===== src/rtl/mrsfc_pkg.sv =====
// ----------------------------------------------------------------------------
// mrsfc_pkg
// Types and constants shared by the Modbus RTU slave frame checker.
// ----------------------------------------------------------------------------
`default_nettype none

package mrsfc_pkg;

   // receive store depth and the counter that can hold it
   localparam int RX_DEPTH = 32;
   localparam int COUNT_W  = $clog2(RX_DEPTH + 1);

   // only the first bytes of a frame take part in the check and the reply
   localparam int KEEP_BYTES = 7;
   localparam int IDX_W      = 3;

   localparam logic [IDX_W-1:0] IDX_CRC_LAST   = 3'd4;
   localparam logic [IDX_W-1:0] IDX_REPLY_LAST = 3'd6;

   // request kinds
   localparam logic [1:0] KIND_BYTE  = 2'd0;
   localparam logic [1:0] KIND_GAP15 = 2'd1;
   localparam logic [1:0] KIND_GAP35 = 2'd2;

   // register indexes
   localparam logic CSR_SLAVE_ADDRESS = 1'b0;
   localparam logic CSR_FRAME_LIMIT   = 1'b1;

   localparam logic [7:0] SLAVE_ADDRESS_RESET = 8'd1;
   localparam logic [5:0] FRAME_LIMIT_RESET   = 6'd20;

   localparam logic [15:0] CRC_INIT      = 16'hFFFF;
   localparam logic [15:0] CRC_POLY      = 16'hA001;
   localparam logic [7:0]  FUNC_EXC_FLAG = 8'h80;
   localparam logic [7:0]  EXC_CODE      = 8'h01;

   typedef enum logic [2:0] {
      ST_IDLE,
      ST_CRC_RX,
      ST_COMPARE,
      ST_CRC_REPLY,
      ST_SEND
   } state_type;

   typedef struct packed {
      logic crc_init;
      logic crc_step;
      logic reply_mode;
      logic idx_clr;
      logic idx_inc;
      logic frame_clr;
   } cmd_type;

   typedef struct packed {
      logic frame_start;
      logic crc_match;
      logic idx_crc_last;
      logic idx_reply_last;
   } status_type;

endpackage

`default_nettype wire


===== src/rtl/mrsfc_datapath.sv =====
// ----------------------------------------------------------------------------
// mrsfc_datapath
// Frame store, configuration registers, byte-wide CRC unit and reply mux.
// ----------------------------------------------------------------------------
`default_nettype none

module mrsfc_datapath (
   input  wire logic                 clock,
   input  wire logic                 reset,
   input  wire logic                 take,
   input  wire logic [1:0]           req_kind,
   input  wire logic [7:0]           req_rx_byte,
   input  wire logic                 csr_we,
   input  wire logic                 csr_index,
   input  wire logic [7:0]           csr_wdata,
   input  wire mrsfc_pkg::cmd_type   cmd,
   output mrsfc_pkg::status_type     status,
   output logic [7:0]                rsp_reply_byte,
   output logic                      rsp_reply_last
);

   // one CRC-16/MODBUS byte update: eight shift steps
   function automatic logic [15:0] crc_byte(input logic [15:0] crc, input logic [7:0] data);
      logic [15:0] c;
      c = crc ^ {8'h00, data};
      for (int b = 0; b < 8; b++) begin
         if (c[0]) begin
            c = (c >> 1) ^ mrsfc_pkg::CRC_POLY;
         end else begin
            c = c >> 1;
         end
      end
      return c;
   endfunction

   logic [7:0]                      slave_address_ff, slave_address_in;
   logic [5:0]                      frame_limit_ff, frame_limit_in;
   logic                            gap_pending_ff, gap_pending_in;
   logic [mrsfc_pkg::COUNT_W-1:0]   count_ff, count_in;
   logic                            ovf_ff, ovf_in;
   logic [7:0]                      rx_byte_ff [mrsfc_pkg::KEEP_BYTES];
   logic [15:0]                     crc_ff, crc_in;
   logic [mrsfc_pkg::IDX_W-1:0]     idx_ff, idx_in;

   logic [7:0]  rx_val [mrsfc_pkg::KEEP_BYTES];
   logic [7:0]  reply_sel;
   logic [7:0]  crc_data;
   logic        frame_ok;
   logic        gap15_open;
   logic        store_byte;
   logic        store_slot;

   // positions beyond the fill count read as zero
   always_comb begin
      for (int i = 0; i < mrsfc_pkg::KEEP_BYTES; i++) begin
         rx_val[i] = (i < int'(count_ff)) ? rx_byte_ff[i] : 8'h00;
      end
   end

   // frame acceptance on the closing gap
   assign frame_ok   = (count_ff != '0) && !ovf_ff &&
                       (int'(count_ff) <= int'(frame_limit_ff)) &&
                       (rx_val[0] == slave_address_ff);
   assign gap15_open = take && (req_kind == mrsfc_pkg::KIND_GAP15) && !gap_pending_ff;
   assign store_byte = take && (req_kind == mrsfc_pkg::KIND_BYTE) && !gap_pending_ff;
   assign store_slot = store_byte && (int'(count_ff) < mrsfc_pkg::KEEP_BYTES);

   // exception reply byte at the current index
   always_comb begin
      case (idx_ff)
         3'd0:    reply_sel = slave_address_ff;
         3'd1:    reply_sel = rx_val[1];
         3'd2:    reply_sel = rx_val[2] + mrsfc_pkg::FUNC_EXC_FLAG;
         3'd3:    reply_sel = rx_val[3];
         3'd4:    reply_sel = mrsfc_pkg::EXC_CODE;
         3'd5:    reply_sel = crc_ff[7:0];
         3'd6:    reply_sel = crc_ff[15:8];
         default: reply_sel = 8'h00;
      endcase
   end

   assign crc_data = cmd.reply_mode ? reply_sel : rx_val[idx_ff];

   // next values of configuration and frame state
   always_comb begin
      slave_address_in = slave_address_ff;
      frame_limit_in   = frame_limit_ff;
      gap_pending_in   = gap_pending_ff;
      count_in         = count_ff;
      ovf_in           = ovf_ff;
      crc_in           = crc_ff;
      idx_in           = idx_ff;

      if (csr_we) begin
         case (csr_index)
            mrsfc_pkg::CSR_SLAVE_ADDRESS: slave_address_in = csr_wdata;
            mrsfc_pkg::CSR_FRAME_LIMIT:   frame_limit_in   = csr_wdata[5:0];
            default: ;
         endcase
      end

      // store a byte or flag the frame as too long
      if (store_byte) begin
         if (int'(count_ff) < mrsfc_pkg::RX_DEPTH) begin
            count_in = count_ff + 1'b1;
         end else begin
            ovf_in = 1'b1;
         end
      end

      if (take && (req_kind == mrsfc_pkg::KIND_GAP35)) begin
         gap_pending_in = 1'b0;
      end

      // close the frame; drop it at once when it is not accepted
      if (gap15_open) begin
         gap_pending_in = 1'b1;
         if (!frame_ok) begin
            count_in = '0;
            ovf_in   = 1'b0;
         end
      end

      if (cmd.frame_clr) begin
         count_in = '0;
         ovf_in   = 1'b0;
      end

      // CRC unit and byte index
      if (cmd.crc_init) begin
         crc_in = mrsfc_pkg::CRC_INIT;
         idx_in = '0;
      end
      if (cmd.crc_step) begin
         crc_in = crc_byte(crc_ff, crc_data);
         idx_in = idx_ff + 1'b1;
      end
      if (cmd.idx_inc) begin
         idx_in = idx_ff + 1'b1;
      end
      if (cmd.idx_clr) begin
         idx_in = '0;
      end
   end

   always_ff @(posedge clock) begin
      if (reset) begin
         slave_address_ff <= mrsfc_pkg::SLAVE_ADDRESS_RESET;
         frame_limit_ff   <= mrsfc_pkg::FRAME_LIMIT_RESET;
         gap_pending_ff   <= 1'b0;
         count_ff         <= '0;
         ovf_ff           <= 1'b0;
         idx_ff           <= '0;
      end else begin
         slave_address_ff <= slave_address_in;
         frame_limit_ff   <= frame_limit_in;
         gap_pending_ff   <= gap_pending_in;
         count_ff         <= count_in;
         ovf_ff           <= ovf_in;
         idx_ff           <= idx_in;
      end
   end

   // payload registers
   always_ff @(posedge clock) begin
      crc_ff <= crc_in;
      if (store_slot) begin
         rx_byte_ff[count_ff[mrsfc_pkg::IDX_W-1:0]] <= req_rx_byte;
      end
   end

   // status to the controller
   assign status.frame_start    = gap15_open && frame_ok;
   assign status.crc_match      = (crc_ff == {rx_val[6], rx_val[5]});
   assign status.idx_crc_last   = (idx_ff == mrsfc_pkg::IDX_CRC_LAST);
   assign status.idx_reply_last = (idx_ff == mrsfc_pkg::IDX_REPLY_LAST);

   assign rsp_reply_byte = reply_sel;
   assign rsp_reply_last = (idx_ff == mrsfc_pkg::IDX_REPLY_LAST);

endmodule

`default_nettype wire


===== config.mk =====
export PLATFORM = sky130hd
export DESIGN_NAME = mrsfc_datapath
export DESIGN_NICKNAME = d
export VERILOG_FILES = /design/src/rtl/mrsfc_pkg.sv /design/src/rtl/mrsfc_datapath.sv
export SDC_FILE = /design/constraint.sdc
export NUM_CORES = 1
export LEC_CHECK = 0
export BUFFER_PORTS_ARGS = -buffer_cell sky130_fd_sc_hd__buf_2
export CAP_MARGIN = 20
export CORE_UTILIZATION = 30
export CTS_CLUSTER_SIZE = 25
export DETAILED_ROUTE_END_ITERATION = 10
export SLEW_MARGIN = 20
export SYNTH_ARGS = -nofsm -noshare
export SYNTH_HDL_FRONTEND = slang
export SYNTH_SLANG_ARGS = --single-unit

===== constraint.sdc =====
create_clock -name clock -period 8.99 [get_ports clock]
set_input_delay 1.3485 -clock clock [delete_from_list [all_inputs] [get_ports clock]]
set_output_delay 1.3485 -clock clock [all_outputs]
set_load 0.01 [all_outputs]

**Yosys cells after proc, flatten, opt, wreduce, memory -nomap -nowiden**

Memories as Yosys holds them, arrays and structs flattened.
Cells that the tools add are included.

- Bits of input ports: 29
- Memories kept: 1
- Logic and storage cells: 109
- Output and inout port bits: 13
- Bits in registers: 41
- Memory bits (writable): 56

- Reduce and logical (&&, ||, !) cells: 22
- Multiplexer cells: 44
- Eq/ne operators: 10
- Add/sub/neg operators: 3
- Bitwise logic cells: 11
- Order comparisons: 11

Memory list:

| name | depth | bits a word | read ports | clocked after Yosys merged registers in | write ports | line | RTL |
|---|---|---|---|---|---|---|---|
| rx_byte_ff | 7 | 8 | 7 | 0 | 1 | mrsfc_datapath.sv:41 | `logic [7:0] rx_byte_ff [mrsfc_pkg::KEEP_BYTES];` |

Operator list:

| cell | count |
|---|---|
| 16-bit 2-to-1 mux | 17 |
| 8-bit 2-to-1 mux | 10 |
| 8-bit one-hot mux with 7 select lines | 1 |
| 8-bit binary-select mux with 3-bit select | 1 |
| 6-bit 2-to-1 mux | 4 |
| 2-bit inverter with 3-bit output | 8 |
| 3-bit by 6-bit < comparator with 1-bit output, first input constant | 3 |
| 16-bit equality test | 1 |
| 16-bit by 8-bit XOR with 16-bit output | 1 |
| 1-bit by 6-bit < comparator with 1-bit output, first input constant | 2 |
| 2-bit by 6-bit < comparator with 1-bit output, first input constant | 2 |
| 1-bit logical AND | 10 |
| 3-bit equality test, second input constant | 3 |
| 3-bit 2-to-1 mux | 3 |
| 8-bit adder, second input constant | 1 |
| 8-bit equality test | 1 |
| 1-bit 2-to-1 mux | 8 |
| 6-bit by 1-bit adder with 6-bit output, second input constant | 1 |
| 3-bit by 2-bit equality test with 1-bit output, second input constant | 2 |
| 6-bit less-or-equal comparator | 1 |
| 6-bit by 3-bit < comparator with 1-bit output, second input constant | 1 |
| 6-bit < comparator, second input constant | 1 |
| 6-bit nonzero test | 1 |
| 4-bit >= comparator, second input constant | 1 |
| 13 further kinds | 17 |

**Logic depth before layout (Yosys ltp)**

- Depth after elaboration: 31
- Depth in mapped cells: 13

**Least setup slack after synthesis**

Ideal clock, no wire load.

- Path kind: input port to flip-flop
- Start: in cmd[3] (netlist name)
- End: reg crc_ff[0], data pin
- Slack: 5.362 ns
- Stages on the path: 9
- Library setup time: 0.268 ns
- Data arrival time: 3.361 ns
- Path buffers: 1
- Path through: clkbuf_1 > nor3_1 > a211oi_1 > o32ai_1 > xor2_1 > xnor3_1 > xnor3_2 > xnor3_1 > nand2_1

- Longest elaborated chain between the ends: 19

RTL lines:

| what | line | RTL |
|---|---|---|
| start: declaration | mrsfc_datapath.sv:16 | `input wire mrsfc_pkg::cmd_type cmd,` |
| 8-bit 2-to-1 mux * | mrsfc_datapath.sv:82 | `assign crc_data = cmd.reply_mode ? reply_sel : rx_val[idx_ff];` |
| 16-bit by 8-bit XOR with 16-bit output * | mrsfc_datapath.sv:25 | `c = crc ^ {8'h00, data};` |
| 16-bit 2-to-1 mux * | mrsfc_datapath.sv:27 | `if (c[0]) begin` |
| 16-bit 2-to-1 mux * | mrsfc_datapath.sv:134 | `if (cmd.crc_step) begin` |
| 16-bit 2-to-1 mux * | mrsfc_datapath.sv:27 |  |
| 16-bit 2-to-1 mux * | mrsfc_datapath.sv:134 |  |
| 16-bit 2-to-1 mux * | mrsfc_datapath.sv:27 |  |
| 16-bit 2-to-1 mux * | mrsfc_datapath.sv:134 |  |
| [3 not listed] | n/a |  |
| 16-bit 2-to-1 mux * | mrsfc_datapath.sv:134 |  |
| 16-bit 2-to-1 mux * | mrsfc_datapath.sv:27 |  |
| 16-bit 2-to-1 mux * | mrsfc_datapath.sv:134 |  |
| 2-bit inverter with 3-bit output (no source line) or 16-bit 2-to-1 mux (tied branches) | n/a |  |
| 16-bit 2-to-1 mux * | mrsfc_datapath.sv:27 |  |
| 16-bit 2-to-1 mux * | mrsfc_datapath.sv:134 |  |
| 16-bit 2-to-1 mux * | mrsfc_datapath.sv:27 |  |
| 16-bit 2-to-1 mux * | mrsfc_datapath.sv:134 |  |
| end signal: assignment | mrsfc_datapath.sv:166 | `crc_ff <= crc_in;` |
| end: declaration | mrsfc_datapath.sv:42 | `logic [15:0] crc_ff, crc_in;` |

Every way passes the cells marked *; elsewhere a longest branch is shown, timed or not. The select of a mux whose other input is x is not followed.
A chain may end at the register's enable or synchronous reset.

**Final worst setup path**

- Start: reg idx_ff[2] (netlist name)
- End: out rsp_reply_byte[3]

- Longest elaborated chain between the ends: 2

RTL lines:

| what | line | RTL |
|---|---|---|
| start: declaration | mrsfc_datapath.sv:43 | `logic [mrsfc_pkg::IDX_W-1:0] idx_ff, idx_in;` |
| start signal: assignment | mrsfc_datapath.sv:160 | `idx_ff <= idx_in;` |
| 3-bit equality test (tied with other cells) | mrsfc_datapath.sv:70 | `case (idx_ff)` |
| 8-bit one-hot mux with 7 select lines * | mrsfc_datapath.sv:70 |  |
| end: declaration | mrsfc_datapath.sv:18 | `output logic [7:0] rsp_reply_byte,` |

Every way passes the cells marked *; elsewhere a longest branch is shown, timed or not.

==> summary.md <==
| Metric | Value |
|---|---|
| Status | `finished, final reports clean` |
| Post-route cell area | `6067 sq um` |
| Post-CTS sizing | `0` |
| Max Fclk | `222.3 MHz` |
| Final Core Density | `34.96%` |
| Area post-placement | `5771 sq um` |
| CTS tree | `done` |
| Mapped Cells | `523` |
| H-tree depth | `3` |
| IO buf count | `41` |
| Unrepaired setup endpoints after global routing | `false` |
| VDD IR-drop max | `0.00009016 V` |
| Clock root buffer | `clkbuf_16` |
| Post-DP HPWL | `12,410 um` |
| Clock Latency Late Sink | `360 ps` |
| Antenna violations before repair | `0` |
| Gpl congestion | `0.9026` |
| Die Span Y | `135.7 um` |
| Rel. slew slack | `32.56%` |
| Vias in the first global route | `4,110` |
| EDFF count, synth | `72` |
| Share of total power in combinational logic | `18.6%` |
| Total track usage | `18.45%` |
| Post-synthesis sequential area ratio | `49.65%` |
| Setup violators final | `0` |
| Synth top area cells | `edfxtp_1 40%, dfxtp_1 9.3%, nand2_1 4.5%` |
| Final WL | `16,300 um` |
| Pre-antenna DRT Iters | `5` |
| Dominant cell type by area after synthesis | `edfxtp_1` |
| WL/cell | `20.92 um` |
| IO Pins | `42` |
| Clk slew on worst S/H paths | `70 ps` |
| Die X | `135.7 um` |
| DRT antenna net count | `0` |
| Post-synth top flop | `edfxtp_1` |
| Largest net degree at the start of global routing | `34` |
| R2R Setup Slk | `4590 ps` |
| Layout cells sized above 1 | `13.18%` |
| WP data arrival | `3150 ps` |
| Critical-path maximum fanout | `33` |
| Clock Power Share | `32.5%` |
| Distinct cells, synth | `63` |
| Hold-fix buffers, CTS | `0` |
| Vias per cell | `5.606` |
| Largest stage delay, worst path | `500 ps` |
| Area Overhead vs Synth | `13.14%` |
| Die area | `18,410 sq um` |
| First-pass GRT wire length | `24,610 um` |
| DRC | `0` |
| Worst path required time | `7640 ps` |
| Skew final | `11.31 ps` |
| Max clock buf depth | `2` |
| Tightest Pin Transition | `1002 ps` |
| Asr flop ratio synth | `0%` |
| Final setup TNS | `0 ps` |
| Final nets | `592` |
| Initial Util | `30.90%` |
| Max Cap Violations | `0` |
| Post-Syn Area | `5363 sq um` |
| Grt total ovfl | `0` |
| Vias | `4,367` |
| CP max-delay cell | `a221oi_1` |
| Final Hold Viols | `0` |
| Cell Chain, Critical Path | `buf_4, clkinv_1, ha_1, o41a_1, a221o_1, a221oi_1, inv_1, buf_2` |
| Pint | `0.8241 mW` |
| Pleak | `2.123 nW` |
| Psw | `0.3266 mW` |
| Setup bufs post-CTS | `0` |
| DR iter-0 viols | `491` |
| Hold Crit Class | `reg2reg` |
| Total CTS buffers | `9` |
| Pwr Total | `1.151 mW` |
| CTS Sinks | `97` |
| Startpoint types | `register` |
| Tcrit/Tclk final | `50.03%` |
| Min Hold Slack | `474.7 ps` |
| Average size of a mapped cell | `10.25 sq um` |
| Slew Viols, Final | `0` |
| N_diodes | `0` |
| Core Box Area | `17,360 sq um` |
| Area share of the largest cell type after synthesis | `40.32%` |
| CP endpoint kind | `primary output` |
| CP Class | `reg2out` |
| Post-Syn Nets | `566` |
| Pwr/cell area | `189.7 nW/um^2` |
| Min cycle time layout | `4498 ps` |
| Row cnt | `48` |
| Reg power frac | `49.0%` |
| Synth Register Bits | `97` |
| Synth Warn # | `0` |
| Switching Fraction | `28.38%` |
==> final cells by class <==
class | instances | area [sq um]
Clock buffer | 9 | 225.2
Clock inverter | 7 | 58.81
Fill cell | 1715 | 11290
Inverter | 14 | 52.55
Multi-Input combinational cell | 380 | 2536
Sequential cell | 97 | 2663
Tap cell | 225 | 281.5
Timing Repair Buffer | 47 | 250.2
==> cells in the mapped netlist (5+ instances only) <==
master,n
edfxtp_1,72
nand2_1,65
nor2_1,39
a21oi_1,29
dfxtp_1,25
xnor2_1,25
clkbuf_1,22
nand3_1,21
a31oi_1,19
nor3_1,18
ha_1,14
inv_1,13
xor2_1,13
a221oi_1,12
nand2b_1,11
o32ai_1,10
o21ai_0,9
a221o_1,7
and3_1,7
nand4_1,6
nor2b_1,6
buf_1,5
o21a_1,5
==> cell families after synthesis <==
| kind of cell | synth area share [%] |
|---|---|
| xor+xnor | 8.329 |
| compound gates | 17.69 |
| mux | 0.3733 |
| simple gates | 17.20 |
| buf+inv | 3.500 |
| flops | 49.65 |
| fa+ha+maj | 3.266 |
==> layout by cell type, fill, tap and decap left out, drive strengths merged, types with 14 or more instances in the layout <==
master	instances
a21oi	29
a31oi	19
buf	47
dfxtp	25
edfxtp	72
ha	14
inv	17
nand2	65
nand3	21
nor2	39
nor3	18
xnor2	25
==> power by group through the flow <==
stage          clock network, mW  logic [mW]  registers [mW]
2_1_floorplan                  0       0.178           0.545
3_3_place_gp                   0       0.211           0.571
3_5_place_dp                   0       0.215           0.571
4_1_cts                    0.377       0.216           0.562
5_1_grt                    0.397       0.234           0.565
6_report                   0.373       0.214           0.564
==> final timing paths <==
| path | from | endpoint | cells past startpoint |
|---|---|---|---|
| max | idx_ff[2] | rsp_reply_byte[3] | 8 |
| min reg2reg | frame_limit_ff[1] | frame_limit_ff[1] | 2 |
| min | frame_limit_ff[1] | frame_limit_ff[1] | 2 |
| max reg2reg | idx_ff[2] | crc_ff[0] | 12 |
==> layer usage <==
metal / track usage (%) / vias up / share of wire, %
li1: - / 2025 / -
met1: 26.08 / 2104 / 45
met2: 26.96 / 208 / 43
met3: 4.227 / 30 / 9.2
met4: 7.366 / 0 / 2.3
met5: 0 / - / 0
==> stage by stage <==
step / setup WS [ps] / std cells
2_1_floorplan: 5362 / 523
3_3_place_gp: 4532 / 763
3_5_place_dp: 4670 / 763
4_1_cts: 4546 / 779
5_1_grt: 4373 / 779
6_report: 4492 / 779
==> critical path, delay by kind of cell (launching register included) <==
family	cells	cell delay (ps)
AO/OA/AOI/OAI	3	1180
adder cells (fa/ha/maj)	1	360
buffers and inverters	4	950
flip-flops	1	310
==> flip-flops by register name, indices dropped and copies added (netlist names) <==
name	count
ovf_ff	1
count_ff	6
gap_pending_ff	1
idx_ff	3
frame_limit_ff	6
rx_byte_ff	56
crc_ff	16
slave_address_ff	8
No activity file was read; power rests on OpenSTA's default activity.
